==> config.mk <==
export PLATFORM = sky130hd
export DESIGN_NAME = variable_reference_tokenizer
export DESIGN_NICKNAME = d
export VERILOG_FILES = /design/src/sv/vrt_pkg.sv /design/src/sv/vrt_ctrl.sv /design/src/sv/vrt_datapath.sv /design/src/sv/variable_reference_tokenizer.sv
export SDC_FILE = /design/constraint.sdc
export NUM_CORES = 1
export LEC_CHECK = 0
export BUFFER_PORTS_ARGS = -buffer_cell sky130_fd_sc_hd__buf_2
export CAP_MARGIN = 20
export CORE_ASPECT_RATIO = 0.7
export CORE_MARGIN = 2
export CORE_UTILIZATION = 60
export DETAILED_ROUTE_END_ITERATION = 8
export PLACE_DENSITY_LB_ADDON = 0.08
export SETUP_SLACK_MARGIN = 0.3
export SLEW_MARGIN = 5
export SYNTH_ARGS = -nofsm -noshare
export SYNTH_HDL_FRONTEND = slang
export SYNTH_HIERARCHICAL = 1
export SYNTH_SLANG_ARGS = --single-unit
==> constraint.sdc <==
create_clock -name clk_i -period 7.4 [get_ports clk_i]
set_input_delay 0.37 -clock clk_i [delete_from_list [all_inputs] [get_ports clk_i]]
set_output_delay 0.37 -clock clk_i [all_outputs]
set_load 0.01 [all_outputs]
==> src/sv/vrt_pkg.sv <==
// ----------------------------------------------------------------------------
// vrt_pkg: shared types and constants of the variable reference tokenizer
// Character codes, register indexes, marker reset codes, and the command and
// status bundles that join the controller to the datapath.
// ----------------------------------------------------------------------------
package vrt_pkg;

  // Character codes
  localparam logic [7:0] CH_NUL     = 8'h00;
  localparam logic [7:0] CH_SPACE   = 8'h20;
  localparam logic [7:0] CH_DOLLAR  = 8'h24;
  localparam logic [7:0] CH_LPAREN  = 8'h28;
  localparam logic [7:0] CH_RPAREN  = 8'h29;
  localparam logic [7:0] CH_COLON   = 8'h3A;
  localparam logic [7:0] CH_ZERO    = 8'h30;
  localparam logic [7:0] CH_NINE    = 8'h39;
  localparam logic [7:0] CH_UPPER_A = 8'h41;
  localparam logic [7:0] CH_LOWER_Z = 8'h7A;
  localparam logic [7:0] CH_MAX     = 8'hFF;
  localparam logic [7:0] CH_E_UP    = 8'h45;
  localparam logic [7:0] CH_E_LO    = 8'h65;
  localparam logic [7:0] CH_U_UP    = 8'h55;
  localparam logic [7:0] CH_U_LO    = 8'h75;
  localparam logic [7:0] CH_N_UP    = 8'h4E;
  localparam logic [7:0] CH_N_LO    = 8'h6E;

  // Register indexes
  localparam logic [1:0] REG_ESCAPE   = 2'd0;
  localparam logic [1:0] REG_UNESCAPE = 2'd1;
  localparam logic [1:0] REG_PLAIN    = 2'd2;
  localparam logic [1:0] REG_END      = 2'd3;

  // Register reset codes
  localparam logic [7:0] ESCAPE_RST   = 8'd64;
  localparam logic [7:0] UNESCAPE_RST = 8'd65;
  localparam logic [7:0] PLAIN_RST    = 8'd66;
  localparam logic [7:0] END_RST      = 8'd1;

  // Words an item produces, in emission order
  typedef struct packed {
    logic f1;    // flush of the reference open before the item
    logic f2;    // flush of an empty reference opened and closed by the item
    logic dol;   // lone dollar as text
    logic tail;  // text byte or final zero
  } plan_t;

  // Source of the next output word
  typedef enum logic [2:0] {
    SRC_MARK1,
    SRC_NAME,
    SRC_END1,
    SRC_MARK2,
    SRC_END2,
    SRC_DOLLAR,
    SRC_TAIL
  } src_e;

  typedef struct packed {
    logic idle;
    logic load;
    logic push;
    src_e sel;
    logic idx_clr;
    logic idx_inc;
  } cmd_t;

  typedef struct packed {
    plan_t plan_now;
    plan_t plan;
    logic  out_free;
    logic  name_empty;
    logic  name_last;
  } status_t;

endpackage

==> src/sv/vrt_ctrl.sv <==
// ----------------------------------------------------------------------------
// vrt_ctrl: word sequencer of the variable reference tokenizer
// Walks the words one item produces: marker, name, end token, empty
// reference, lone dollar, text byte or final zero.
// ----------------------------------------------------------------------------
module vrt_ctrl (
  input  logic             clk_i,
  input  logic             rst_ni,
  input  logic             in_valid_i,
  output logic             in_ready_o,
  input  vrt_pkg::status_t status_i,
  output vrt_pkg::cmd_t    cmd_o
);

  typedef enum logic [2:0] {
    ST_IDLE,
    ST_MARK1,
    ST_NAME,
    ST_END1,
    ST_MARK2,
    ST_END2,
    ST_DOLLAR,
    ST_TAIL
  } state_e;

  state_e state_q, state_d;
  vrt_pkg::plan_t p_after1, p_after2, p_after3;

  function automatic state_e first_of(vrt_pkg::plan_t p);
    state_e s;
    if (p.f1)        s = ST_MARK1;
    else if (p.f2)   s = ST_MARK2;
    else if (p.dol)  s = ST_DOLLAR;
    else if (p.tail) s = ST_TAIL;
    else             s = ST_IDLE;
    return s;
  endfunction

  always_comb begin
    p_after1 = status_i.plan;
    p_after1.f1 = 1'b0;
    p_after2 = p_after1;
    p_after2.f2 = 1'b0;
    p_after3 = p_after2;
    p_after3.dol = 1'b0;
  end

  assign in_ready_o = (state_q == ST_IDLE);

  always_comb begin
    cmd_o.idle    = (state_q == ST_IDLE);
    cmd_o.load    = in_valid_i && (state_q == ST_IDLE);
    cmd_o.push    = (state_q != ST_IDLE) && status_i.out_free;
    cmd_o.idx_clr = (state_q != ST_NAME);
    cmd_o.idx_inc = (state_q == ST_NAME) && status_i.out_free && !status_i.name_last;
    case (state_q)
      ST_MARK1:  cmd_o.sel = vrt_pkg::SRC_MARK1;
      ST_NAME:   cmd_o.sel = vrt_pkg::SRC_NAME;
      ST_END1:   cmd_o.sel = vrt_pkg::SRC_END1;
      ST_MARK2:  cmd_o.sel = vrt_pkg::SRC_MARK2;
      ST_END2:   cmd_o.sel = vrt_pkg::SRC_END2;
      ST_DOLLAR: cmd_o.sel = vrt_pkg::SRC_DOLLAR;
      default:   cmd_o.sel = vrt_pkg::SRC_TAIL;
    endcase
  end

  always_comb begin
    state_d = state_q;
    case (state_q)
      ST_IDLE: begin
        if (cmd_o.load) state_d = first_of(status_i.plan_now);
      end
      ST_MARK1: begin
        if (status_i.out_free) state_d = status_i.name_empty ? ST_END1 : ST_NAME;
      end
      ST_NAME: begin
        if (status_i.out_free && status_i.name_last) state_d = ST_END1;
      end
      ST_END1: begin
        if (status_i.out_free) state_d = first_of(p_after1);
      end
      ST_MARK2: begin
        if (status_i.out_free) state_d = ST_END2;
      end
      ST_END2: begin
        if (status_i.out_free) state_d = first_of(p_after2);
      end
      ST_DOLLAR: begin
        if (status_i.out_free) state_d = first_of(p_after3);
      end
      ST_TAIL: begin
        if (status_i.out_free) state_d = ST_IDLE;
      end
      default: state_d = ST_IDLE;
    endcase
  end

  always_ff @(posedge clk_i or negedge rst_ni) begin
    if (!rst_ni) begin
      state_q <= ST_IDLE;
    end else begin
      state_q <= state_d;
    end
  end

  // Name words are only walked for a non-empty name
  a_name_nonempty: assert property (@(posedge clk_i) disable iff (!rst_ni)
    state_q == ST_NAME |-> !status_i.name_empty)
    else $error("name walk on empty name");

  // Never overwrite an undelivered word
  a_push_free: assert property (@(posedge clk_i) disable iff (!rst_ni)
    cmd_o.push |-> status_i.out_free)
    else $error("push into occupied output register");

endmodule

==> src/sv/vrt_datapath.sv <==
// ----------------------------------------------------------------------------
// vrt_datapath: scan state, name memory and output register
// Decodes one input byte into a word plan and next scan state, holds the
// flush snapshot, the name memory and the output register.
// ----------------------------------------------------------------------------
module vrt_datapath #(
  parameter int MAX_NAME = 32
) (
  input  logic             clk_i,
  input  logic             rst_ni,
  input  logic [7:0]       in_byte_i,
  input  logic             cfg_we_i,
  input  logic [1:0]       cfg_idx_i,
  input  logic [7:0]       cfg_data_i,
  input  logic             out_ready_i,
  input  vrt_pkg::cmd_t    cmd_i,
  output vrt_pkg::status_t status_o,
  output logic             out_valid_o,
  output logic [7:0]       out_byte_o,
  output logic             string_done_o,
  output logic             name_truncated_o
);

  localparam int LW = $clog2(MAX_NAME + 1);
  localparam int AW = (MAX_NAME > 1) ? $clog2(MAX_NAME) : 1;
  localparam logic [LW-1:0] MaxLen = LW'(MAX_NAME);

  // Registers
  logic [7:0] esc_q, unesc_q, plain_q, end_q;

  // Scan state
  logic          in_ref_q, typed_q, await_q, pend_q, ovf_q;
  logic [7:0]    mk_q;
  logic [LW-1:0] len_q;

  logic          nx_inref, nx_typed, nx_await, nx_pend, nx_ovf;
  logic [7:0]    nx_mk;
  logic [LW-1:0] nx_len;

  // Plan of the item being decoded
  vrt_pkg::plan_t pl;
  logic [7:0]     tail_b, f1_mk, app_b;
  logic           tail_done, app, app_req, opened, do_proc, pflush;
  logic [AW-1:0]  app_idx;

  // Plan of the item in flight
  vrt_pkg::plan_t plan_q;
  logic [7:0]     tail_b_q, f1_mk_q, wr_b_q;
  logic           tail_done_q, f1_trunc_q, wr_pend_q;
  logic [LW-1:0]  f1_len_q;
  logic [AW-1:0]  wr_idx_q;

  // Name memory
  logic [7:0]    name_mem [MAX_NAME];
  logic [7:0]    rd_data_q;
  logic [AW-1:0] idx_q, idx_d;
  logic          wr_fire;

  // Output register
  logic       out_valid_q, done_q, trunc_q;
  logic [7:0] out_byte_q;
  logic [7:0] push_byte;
  logic       push_done, push_trunc;

  always_ff @(posedge clk_i or negedge rst_ni) begin
    if (!rst_ni) begin
      esc_q   <= vrt_pkg::ESCAPE_RST;
      unesc_q <= vrt_pkg::UNESCAPE_RST;
      plain_q <= vrt_pkg::PLAIN_RST;
      end_q   <= vrt_pkg::END_RST;
    end else if (cfg_we_i) begin
      case (cfg_idx_i)
        vrt_pkg::REG_ESCAPE:   esc_q   <= cfg_data_i;
        vrt_pkg::REG_UNESCAPE: unesc_q <= cfg_data_i;
        vrt_pkg::REG_PLAIN:    plain_q <= cfg_data_i;
        default:               end_q   <= cfg_data_i;
      endcase
    end
  end

  // Decode one byte
  always_comb begin
    nx_inref  = in_ref_q;
    nx_typed  = typed_q;
    nx_await  = 1'b0;
    nx_pend   = pend_q;
    nx_mk     = mk_q;
    nx_len    = len_q;
    nx_ovf    = ovf_q;
    pl        = '0;
    tail_b    = in_byte_i;
    tail_done = 1'b0;
    app       = 1'b0;
    app_req   = 1'b0;
    app_b     = in_byte_i;
    app_idx   = '0;
    opened    = 1'b0;
    do_proc   = 1'b0;
    pflush    = 1'b0;

    if (await_q) begin
      case (in_byte_i)
        vrt_pkg::CH_E_LO, vrt_pkg::CH_E_UP: nx_mk = esc_q;
        vrt_pkg::CH_U_LO, vrt_pkg::CH_U_UP: nx_mk = unesc_q;
        vrt_pkg::CH_N_LO, vrt_pkg::CH_N_UP: nx_mk = plain_q;
        default: ;
      endcase
    end
    f1_mk = nx_mk;

    // Resolve a held dollar
    if (pend_q) begin
      nx_pend = 1'b0;
      if (in_byte_i == vrt_pkg::CH_DOLLAR) begin
        if (in_ref_q) begin
          app_req = 1'b1;
          app_b   = vrt_pkg::CH_DOLLAR;
        end else begin
          pl.tail = 1'b1;
        end
      end else if (in_ref_q && typed_q) begin
        do_proc = 1'b1;
      end else begin
        if (in_ref_q) begin
          pl.f1    = 1'b1;
          nx_inref = 1'b0;
          nx_typed = 1'b0;
          nx_len   = '0;
          nx_ovf   = 1'b0;
        end
        if (in_byte_i == vrt_pkg::CH_SPACE) begin
          pl.dol  = 1'b1;
          do_proc = 1'b1;
        end else begin
          opened   = 1'b1;
          nx_inref = 1'b1;
          nx_typed = 1'b0;
          nx_mk    = plain_q;
          nx_len   = '0;
          nx_ovf   = 1'b0;
          do_proc  = (in_byte_i != vrt_pkg::CH_LPAREN);
        end
      end
    end else begin
      do_proc = 1'b1;
    end

    // Ordinary byte handling
    if (do_proc) begin
      if (in_byte_i == vrt_pkg::CH_DOLLAR) begin
        nx_pend = 1'b1;
      end else if (in_byte_i == vrt_pkg::CH_NUL) begin
        pflush    = nx_inref;
        pl.tail   = 1'b1;
        tail_done = 1'b1;
      end else if (nx_inref && nx_typed) begin
        if (in_byte_i == vrt_pkg::CH_SPACE || in_byte_i == vrt_pkg::CH_RPAREN) begin
          pflush  = 1'b1;
          pl.tail = (in_byte_i == vrt_pkg::CH_SPACE);
        end
      end else if (nx_inref && in_byte_i == vrt_pkg::CH_COLON) begin
        nx_typed = 1'b1;
        nx_await = 1'b1;
      end else if (nx_inref && (in_byte_i inside {[vrt_pkg::CH_NUL:vrt_pkg::CH_ZERO],
                                                  [vrt_pkg::CH_NINE:vrt_pkg::CH_UPPER_A],
                                                  [vrt_pkg::CH_LOWER_Z:vrt_pkg::CH_MAX]})) begin
        pflush  = 1'b1;
        pl.tail = (in_byte_i != vrt_pkg::CH_RPAREN);
      end else if (nx_inref) begin
        app_req = 1'b1;
      end else begin
        pl.tail = 1'b1;
      end
    end

    if (pflush) begin
      if (opened) pl.f2 = 1'b1;
      else        pl.f1 = 1'b1;
      nx_inref = 1'b0;
      nx_typed = 1'b0;
      nx_await = 1'b0;
      nx_len   = '0;
      nx_ovf   = 1'b0;
    end

    // String end: back to the start-of-string state
    if (do_proc && in_byte_i == vrt_pkg::CH_NUL) begin
      nx_pend = 1'b0;
      nx_mk   = plain_q;
    end

    if (app_req) begin
      if (nx_len < MaxLen) begin
        app     = 1'b1;
        app_idx = AW'(nx_len);
        nx_len  = nx_len + LW'(1);
      end else begin
        nx_ovf = 1'b1;
      end
    end
  end

  always_ff @(posedge clk_i or negedge rst_ni) begin
    if (!rst_ni) begin
      in_ref_q  <= 1'b0;
      typed_q   <= 1'b0;
      await_q   <= 1'b0;
      pend_q    <= 1'b0;
      mk_q      <= vrt_pkg::PLAIN_RST;
      len_q     <= '0;
      ovf_q     <= 1'b0;
      plan_q    <= '0;
      wr_pend_q <= 1'b0;
    end else begin
      if (cmd_i.load) begin
        in_ref_q  <= nx_inref;
        typed_q   <= nx_typed;
        await_q   <= nx_await;
        pend_q    <= nx_pend;
        mk_q      <= nx_mk;
        len_q     <= nx_len;
        ovf_q     <= nx_ovf;
        plan_q    <= pl;
        wr_pend_q <= app;
      end else if (wr_fire) begin
        wr_pend_q <= 1'b0;
      end
    end
  end

  // Flush snapshot and text byte of the item in flight
  always_ff @(posedge clk_i) begin
    if (cmd_i.load) begin
      tail_b_q    <= tail_b;
      tail_done_q <= tail_done;
      f1_mk_q     <= f1_mk;
      f1_len_q    <= len_q;
      f1_trunc_q  <= ovf_q;
      wr_b_q      <= app_b;
      wr_idx_q    <= app_idx;
    end
  end

  // Name write waits until the sequencer is idle, after any flush read
  assign wr_fire = cmd_i.idle && wr_pend_q;

  always_comb begin
    if (cmd_i.idx_inc)      idx_d = idx_q + AW'(1);
    else if (cmd_i.idx_clr) idx_d = '0;
    else                    idx_d = idx_q;
  end

  always_ff @(posedge clk_i or negedge rst_ni) begin
    if (!rst_ni) begin
      idx_q <= '0;
    end else begin
      idx_q <= idx_d;
    end
  end

  always_ff @(posedge clk_i) begin
    if (wr_fire) name_mem[wr_idx_q] <= wr_b_q;
    rd_data_q <= name_mem[idx_d];
  end

  // Output word source
  always_comb begin
    push_done  = 1'b0;
    push_trunc = 1'b0;
    case (cmd_i.sel)
      vrt_pkg::SRC_MARK1:  push_byte = f1_mk_q;
      vrt_pkg::SRC_NAME:   push_byte = rd_data_q;
      vrt_pkg::SRC_END1: begin
        push_byte  = end_q;
        push_trunc = f1_trunc_q;
      end
      vrt_pkg::SRC_MARK2:  push_byte = plain_q;
      vrt_pkg::SRC_END2:   push_byte = end_q;
      vrt_pkg::SRC_DOLLAR: push_byte = vrt_pkg::CH_DOLLAR;
      default: begin
        push_byte = tail_b_q;
        push_done = tail_done_q;
      end
    endcase
  end

  always_ff @(posedge clk_i or negedge rst_ni) begin
    if (!rst_ni) begin
      out_valid_q <= 1'b0;
    end else if (cmd_i.push) begin
      out_valid_q <= 1'b1;
    end else if (out_ready_i) begin
      out_valid_q <= 1'b0;
    end
  end

  always_ff @(posedge clk_i) begin
    if (cmd_i.push) begin
      out_byte_q <= push_byte;
      done_q     <= push_done;
      trunc_q    <= push_trunc;
    end
  end

  assign out_valid_o      = out_valid_q;
  assign out_byte_o       = out_byte_q;
  assign string_done_o    = done_q;
  assign name_truncated_o = trunc_q;

  always_comb begin
    status_o.plan_now   = pl;
    status_o.plan       = plan_q;
    status_o.out_free   = !out_valid_q || out_ready_i;
    status_o.name_empty = (f1_len_q == '0);
    status_o.name_last  = (LW'(idx_q) + LW'(1) == f1_len_q);
  end

  // Final zero word carries a zero byte and never a truncation flag
  a_done_zero: assert property (@(posedge clk_i) disable iff (!rst_ni)
    out_valid_q && done_q |-> out_byte_q == vrt_pkg::CH_NUL && !trunc_q)
    else $error("final word is not a plain zero");

  // Name reads stay within the snapshot length
  a_name_bound: assert property (@(posedge clk_i) disable iff (!rst_ni)
    cmd_i.push && cmd_i.sel == vrt_pkg::SRC_NAME |-> LW'(idx_q) < f1_len_q)
    else $error("name read past stored length");

endmodule

==> src/sv/variable_reference_tokenizer.sv <==
// ----------------------------------------------------------------------------
// variable_reference_tokenizer: $name / $(name:type) reference tokenizer
// Streams a zero-terminated string and rewrites each variable reference as
// a marker token, the buffered name bytes and an end token.
// ----------------------------------------------------------------------------
//
//   channel | handshake             | payload
//   --------+-----------------------+-------------------------------------------
//   in      | in_valid_i/in_ready_o | in_byte_i
//   out     | out_valid_o/out_ready_i | out_byte_o, string_done_o,
//           |                       |   name_truncated_o
//   cfg     | cfg_we_i (no wait)    | cfg_idx_i, cfg_data_i
//
// Words: a byte that produces no word leaves the sequencer idle; otherwise it
//   is accepted and one output word issues per sequencer state; a closing
//   byte gives marker, name words, end token and any following words, one
//   name word per cycle from the single name memory read port, output free.
// Reset: asynchronous, active low; registers return to their reset codes,
//   scan state to start of string. The name memory needs no clearing pass.
// Stalls: input is taken only between items; a word waiting in the output
//   register does not block acceptance of the next byte.
// ----------------------------------------------------------------------------
module variable_reference_tokenizer #(
  parameter int MAX_NAME = 32
) (
  input  logic       clk_i,
  input  logic       rst_ni,
  // Input bytes
  input  logic       in_valid_i,
  output logic       in_ready_o,
  input  logic [7:0] in_byte_i,
  // Output words
  output logic       out_valid_o,
  input  logic       out_ready_i,
  output logic [7:0] out_byte_o,
  output logic       string_done_o,
  output logic       name_truncated_o,
  // Register writes
  input  logic       cfg_we_i,
  input  logic [1:0] cfg_idx_i,
  input  logic [7:0] cfg_data_i
);

  vrt_pkg::cmd_t    cmd;
  vrt_pkg::status_t status;

  // Sequencer: walks the words of one item, one word per free output slot
  vrt_ctrl u_ctrl (
    .clk_i      (clk_i),
    .rst_ni     (rst_ni),
    .in_valid_i (in_valid_i),
    .in_ready_o (in_ready_o),
    .status_i   (status),
    .cmd_o      (cmd)
  );

  // Datapath: byte decode, name memory, flush snapshot and output register
  vrt_datapath #(
    .MAX_NAME (MAX_NAME)
  ) u_datapath (
    .clk_i            (clk_i),
    .rst_ni           (rst_ni),
    .in_byte_i        (in_byte_i),
    .cfg_we_i         (cfg_we_i),
    .cfg_idx_i        (cfg_idx_i),
    .cfg_data_i       (cfg_data_i),
    .out_ready_i      (out_ready_i),
    .cmd_i            (cmd),
    .status_o         (status),
    .out_valid_o      (out_valid_o),
    .out_byte_o       (out_byte_o),
    .string_done_o    (string_done_o),
    .name_truncated_o (name_truncated_o)
  );

endmodule

== Word-level counts from Yosys, hierarchy flattened ==
Memory sizes are Yosys's and may differ from the RTL's. A register that Yosys moved wholly into a read port is not among the register bits.
Index checks and enable logic that the tools add are counted.

* Divide/modulo/power cells: 0
* Bitwise operators: 2
* $lt $le $gt $ge: 7
* Mux-type cells: 125
* Add/subtract/negate cells: 3
* Shifts and indexed selects: 0
* Reductions and logical operators: 40
* Eq/ne operators: 36
* Multipliers: 0

{| class="wikitable"
|+ Operators by type and width
! kind !! count
|-
| 1-bit two-way mux || 85
|-
| 8-bit two-way mux || 9
|-
| 8-bit by 7-bit == test with 1-bit output, second input constant || 6
|-
| 6-bit two-way mux || 8
|-
| 3-bit two-way mux || 15
|-
| 8-bit one-hot mux with 5 select lines || 1
|-
| 8-bit by 6-bit == test with 1-bit output, second input constant || 4
|-
| 3-bit one-hot mux with 8 select lines || 1
|-
| 8-bit one-hot mux with 3 select lines || 1
|-
| 3-bit == test, second input constant || 6
|-
| 3-bit one-hot mux with 6 select lines || 1
|-
| 8-bit by 6-bit inequality test with 1-bit output, second input constant || 2
|-
| 1-bit logical AND || 14
|-
| 2-bit by 1-bit inequality test with 1-bit output, second input constant || 7
|-
| 3-bit by 2-bit == test with 1-bit output, second input constant || 4
|-
| 5-bit two-way mux || 2
|-
| 2-bit AND reduction || 5
|-
| 2-bit OR reduction || 5
|-
| 8-bit by 1-bit greater-or-equal comparator with 1-bit output, second input constant || 1
|-
| 8-bit by 6-bit greater-or-equal comparator with 1-bit output, second input constant || 1
|-
| 8-bit by 7-bit greater-or-equal comparator with 1-bit output, second input constant || 1
|-
| 8-bit by 6-bit less-or-equal comparator with 1-bit output, second input constant || 1
|-
| 8-bit by 7-bit less-or-equal comparator with 1-bit output, second input constant || 1
|-
| 8-bit less-or-equal comparator, second input constant || 1
|-
| 23 further kinds || 31
|}

* Logic and storage cells: 242
* Bits of input ports: 23
* Memories: 1
* Latch bits: 0
* Memory bits (read-only): 0
* Flip-flop bits (word level): 111
* RAM bits: 256
* Output and inout port bits: 12

{| class="wikitable"
|+ Memory list
! name !! words !! bits a word !! read ports !! clocked after memory_dff !! wr ports !! line !! source
|-
| u_datapath.name_mem || 32 || 8 || 1 || 1 || 1 || vrt_datapath.sv:54 || <nowiki>logic [7:0] name_mem [MAX_NAME];</nowiki>
|}

== Longest topological paths before layout ==
* Depth after elaboration: 18
* Mapped depth: 20

== By module ==
Netlist, hierarchy kept.

{| class="wikitable"
|+ By module, submodules not included
! module !! area an instance (sq um) !! times used !! cells each
|-
| vrt_datapath || 18625.4 || 1 || 1751
|-
| vrt_ctrl || 380.4 || 1 || 53
|}

== Worst setup path after synthesis ==
No wires, ideal clock.

* Path type: register to register
* From: register u_datapath.idx_q[4]
* To: register u_datapath.rd_data_q[5], read port of u_datapath.name_mem
* Slack: 3.711 ns
* Buffers on the path: 6
* Arrival time: 3.561 ns
* Clock period less this slack: 3.689 ns
* Cell stages (with the launch flop): 17
* Required time: 7.272 ns
* Path through: dfrtp_1 clkbuf_1 clkbuf_1 buf_2 buf_2 nand3_1 o32a_1 nor3_1 nor3b_1 buf_2 a22oi_1 inv_2 nor2_1 clkbuf_1 a31oi_1 nand3_1 nand4b_1

{| class="wikitable"
|+ RTL lines
! what !! line !! source
|-
| start, declared || vrt_datapath.sv:56 || <nowiki>logic [AW-1:0] idx_q, idx_d;</nowiki>
|-
| start signal, assigned || vrt_datapath.sv:257 || <nowiki>idx_q <= idx_d;</nowiki>
|-
| end, declared || vrt_datapath.sv:55 || <nowiki>logic [7:0] rd_data_q;</nowiki>
|}

==> results.txt <==
The number of global-route vias before repair was between 10000 and 15000. The first-pass GRT wire length is slightly above 80000 um. The number of buffers inserted to repair setup after CTS came out at 0. The endpoint identified for the worst register-to-register timing path is u_datapath/rd_data_q[5]. The worst setup path is captured at a flip-flop. The critical path required time came out at around 7.8 ns. The cell area after synthesis came out at 18970 um^2.

The total of hold buffers inserted after clock tree synthesis is 0. After layout, the minimum clock period comes to 4.757 ns. The die is approximately 150 um tall.

Setup violations remaining at the end of the flow were counted as 0. The largest voltage drop on the vdd net came out at approximately 280 uV. Dividing the detail-routed wire length by the instance count gives 24.20 um.

The cell family contributing the most delay on the critical path is simple AND/OR/NAND/NOR gates. Buffers placed on the I/O ports in this run total 34. The later-pin clock latency in the skew report is roughly 0.54 ns.

The length in cells of the worst reg-to-reg path is 14. The effective utilization at floorplan is between 60 and 70%. 0 antenna diodes ended up in the layout. The number of antenna-violating nets in the routed design is 0.

The area after detailed placement is 19370 um^2. The core footprint is 31150 um^2. The clock-pin slew on the worst setup and hold paths is about 0.07 ns.

The site row count came out at 54. The share of cells above drive strength 1 came out at between 10 and 15%. TritonCTS built the clock tree. The worst min-delay path category is in2async. The post-synthesis instance total is about 1800. Clock tree synthesis inserted a total of 38 buffers.

The number of max-cap violations came out at 0. Of all nets on the critical path, the largest fanout is approximately 170. The die covers 33080 um^2. The worst setup path is launched from a flip-flop. From synthesis to final layout, the design area changed by 8.251%. The worst clock skew on the final layout is 0.02219 ns. The post-synth net total is roughly 1800.

Traced cell by cell, the critical path runs through ha_1 -> nand3_4 -> xnor2_2 -> xor2_1 -> nor3_1 -> nor3b_2 -> buf_12 -> a22oi_2 -> inv_2 -> nand2_1 -> nor4_1 -> a31oi_1 -> nand3_1 -> nand4b_1. Setup repair after global routing left no endpoint under its margin. The category of the critical setup timing path is reg2reg. The number of antenna violations at the first check in global routing came out at 0. The number of warning messages in the yosys log is 6. The count of pins on the block boundary is 35. The mean area per synthesized cell is roughly 11 um^2. The number of buffers and inverters on the critical path is 2. Using the TritonRoute via totals, the vias-per-cell ratio works out to roughly 6.9.

The die is 216.5 um wide. The cell leakage power came out at around 7.3 nW. The final weighted congestion in routability-driven placement came out at roughly 0.9. The number of detailed-route iterations in the first pass is 7. The highest clock rate came out at ~210 MHz. The aggregate routed wire length came out at 53420 um. The detailed router finished its first iteration with between 2000 and 2500 violations. The relative slew slack is a little under a third. For this run, the total global-route usage over all layers was measured as 32.00%. The final clock period utilization by the worst path is between 60% and 70%.

The layout has between 2000 and 2500 filler cells. Across all register-to-register paths, the minimum setup slack is roughly 2.6 ns. The total area of sequential cells is 10870 um^2.

The power density normalized to cell area came out at 300.0 nW/um^2. Counting along the longest clock path gives a buffer depth of 3. In the routed design, unresolved DRC markers number 0.

The buffer type at the clock tree root is sky130_fd_sc_hd__clkbuf_16. The final count of hold timing violations is 0. For this design, the sink count on the clock tree is around 380. The number of slew-limit violations in the final report is 0. The slowest stage of the critical path is the sky130_fd_sc_hd__nand2_1 cell. Detailed routing inserted a total of 15186 vias. The launch point of the worst reg-to-reg path is u_datapath/idx_q[0]. The run finished with clean final reports. The pin count of the biggest net entering global routing came out at approximately 170. For the pin with the worst max-slew slack, the measured transition is 1.019 ns.

For the worst setup path, the data arrival time is a little over 5 ns. In the final layout, the multi-input gates occupy 7471 um^2. The final setup TNS came out at 0 ns.

In this design, the stage delay of the slowest critical-path cell is just under 0.6 ns. The number of nets in the final layout came out at around 1800. CTS built an H-tree with a depth of 2.

The detailed placement HPWL came out at ~32000 um. The post-cts gate resize count came out at 0. With fillers left out, the area of the finished cells amounts to between 20000 and 25000 um^2. The total overflow left after global routing is 0.
==> stage by stage <==
stage	setup slack [ns]	std cells	power, mW	hold slack [ns]	util (%)
global route	2.297	2207	6.399	0.08850	65.93
CTS	2.551	2206	6.131	0.05053	65.91
detailed placement	2.571	2137	4.314	0.4370	62.20
finish	2.643	2207	6.160	0.01659	65.93
floorplan	3.711	1802	3.717	0.07441	-
global placement	2.829	2136	4.290	0.4396	62.16
==> cell usage in the layout, fill, tap and decap left out, types with 7 or more instances in the layout <==
cell	count
sky130_fd_sc_hd__nand2_1	309
sky130_fd_sc_hd__edfxtp_1	303
sky130_fd_sc_hd__a21oi_1	123
sky130_fd_sc_hd__a31oi_1	109
sky130_fd_sc_hd__nor2_1	87
sky130_fd_sc_hd__o21ai_0	80
sky130_fd_sc_hd__nor3_1	75
sky130_fd_sc_hd__and3_1	71
sky130_fd_sc_hd__dfrtp_1	55
sky130_fd_sc_hd__mux2_2	51
sky130_fd_sc_hd__o221ai_1	42
sky130_fd_sc_hd__nand3_1	41
sky130_fd_sc_hd__clkbuf_16	39
sky130_fd_sc_hd__buf_2	35
sky130_fd_sc_hd__o22ai_1	34
sky130_fd_sc_hd__a31o_2	32
sky130_fd_sc_hd__buf_4	29
sky130_fd_sc_hd__mux2i_1	20
sky130_fd_sc_hd__nor4_1	18
sky130_fd_sc_hd__a2111oi_0	16
sky130_fd_sc_hd__clkbuf_1	13
sky130_fd_sc_hd__inv_1	12
sky130_fd_sc_hd__nand2b_1	8
sky130_fd_sc_hd__a22o_2	8
sky130_fd_sc_hd__a32oi_1	8
sky130_fd_sc_hd__nand4b_1	8
sky130_fd_sc_hd__dfstp_2	8
sky130_fd_sc_hd__dfxtp_1	8
sky130_fd_sc_hd__o221a_2	7
==> worst max path at each step <==
stage	slack, ns	cells past startpoint	endpoint	from
floorplan	3.71	16	u_datapath/rd_data_q[5]	u_datapath/idx_q[4]
global placement	2.83	14	u_datapath/rd_data_q[0]	u_datapath/idx_q[0]
detailed placement	2.57	14	u_datapath/rd_data_q[5]	u_datapath/idx_q[0]
CTS	2.55	14	u_datapath/rd_data_q[5]	u_datapath/idx_q[0]
global route	2.30	14	u_datapath/rd_data_q[2]	u_datapath/idx_q[0]
finish	2.64	14	u_datapath/rd_data_q[5]	u_datapath/idx_q[0]
==> where the power goes <==
part / internal (mW) / switching [mW] / total (mW) / leakage [nW]
sequential: 2.48 / 0.130 / 2.61 / 3.60
clock: 1.02 / 0.807 / 1.83 / 0.550
combinational: 0.558 / 1.16 / 1.72 / 3.14
==> routing by layer <==
metal  wire length, um  up-vias  GRT usage, %  share of wire (%)
li1                  -     6789             -                  -
met1             23060     7399         49.52                 43
met2             23090      887         46.08                 43
met3              5789      111         5.988                 11
met4              1480        0         9.328                2.8
met5                 0        -             0                  0
==> sequential cells by signal (all words and copies together), names as in the netlist, 6 cells and up <==
signal	count
u_datapath/plain_q	8
u_datapath/end_q	8
u_datapath/name_mem	256
u_datapath/f1_len_q	6
u_datapath/f1_mk_q	8
u_datapath/rd_data_q	8
u_datapath/mk_q	8
u_datapath/esc_q	8
u_datapath/out_byte_o	8
u_datapath/len_q	6
u_datapath/unesc_q	8
u_datapath/wr_b_q	8
u_datapath/tail_b_q	8
==> layout make-up <==
cell class / instances / area share, %
clock buffer: 53 / 5.057
clock inverter: 16 / 0.5667
timing repair buffer: 67 / 2.181
sequential: 375 / 52.96
tap: 420 / 2.559
inverter: 15 / 0.2986
multi-input combinational: 1261 / 36.38
Power figures use the tool's default switching activity.
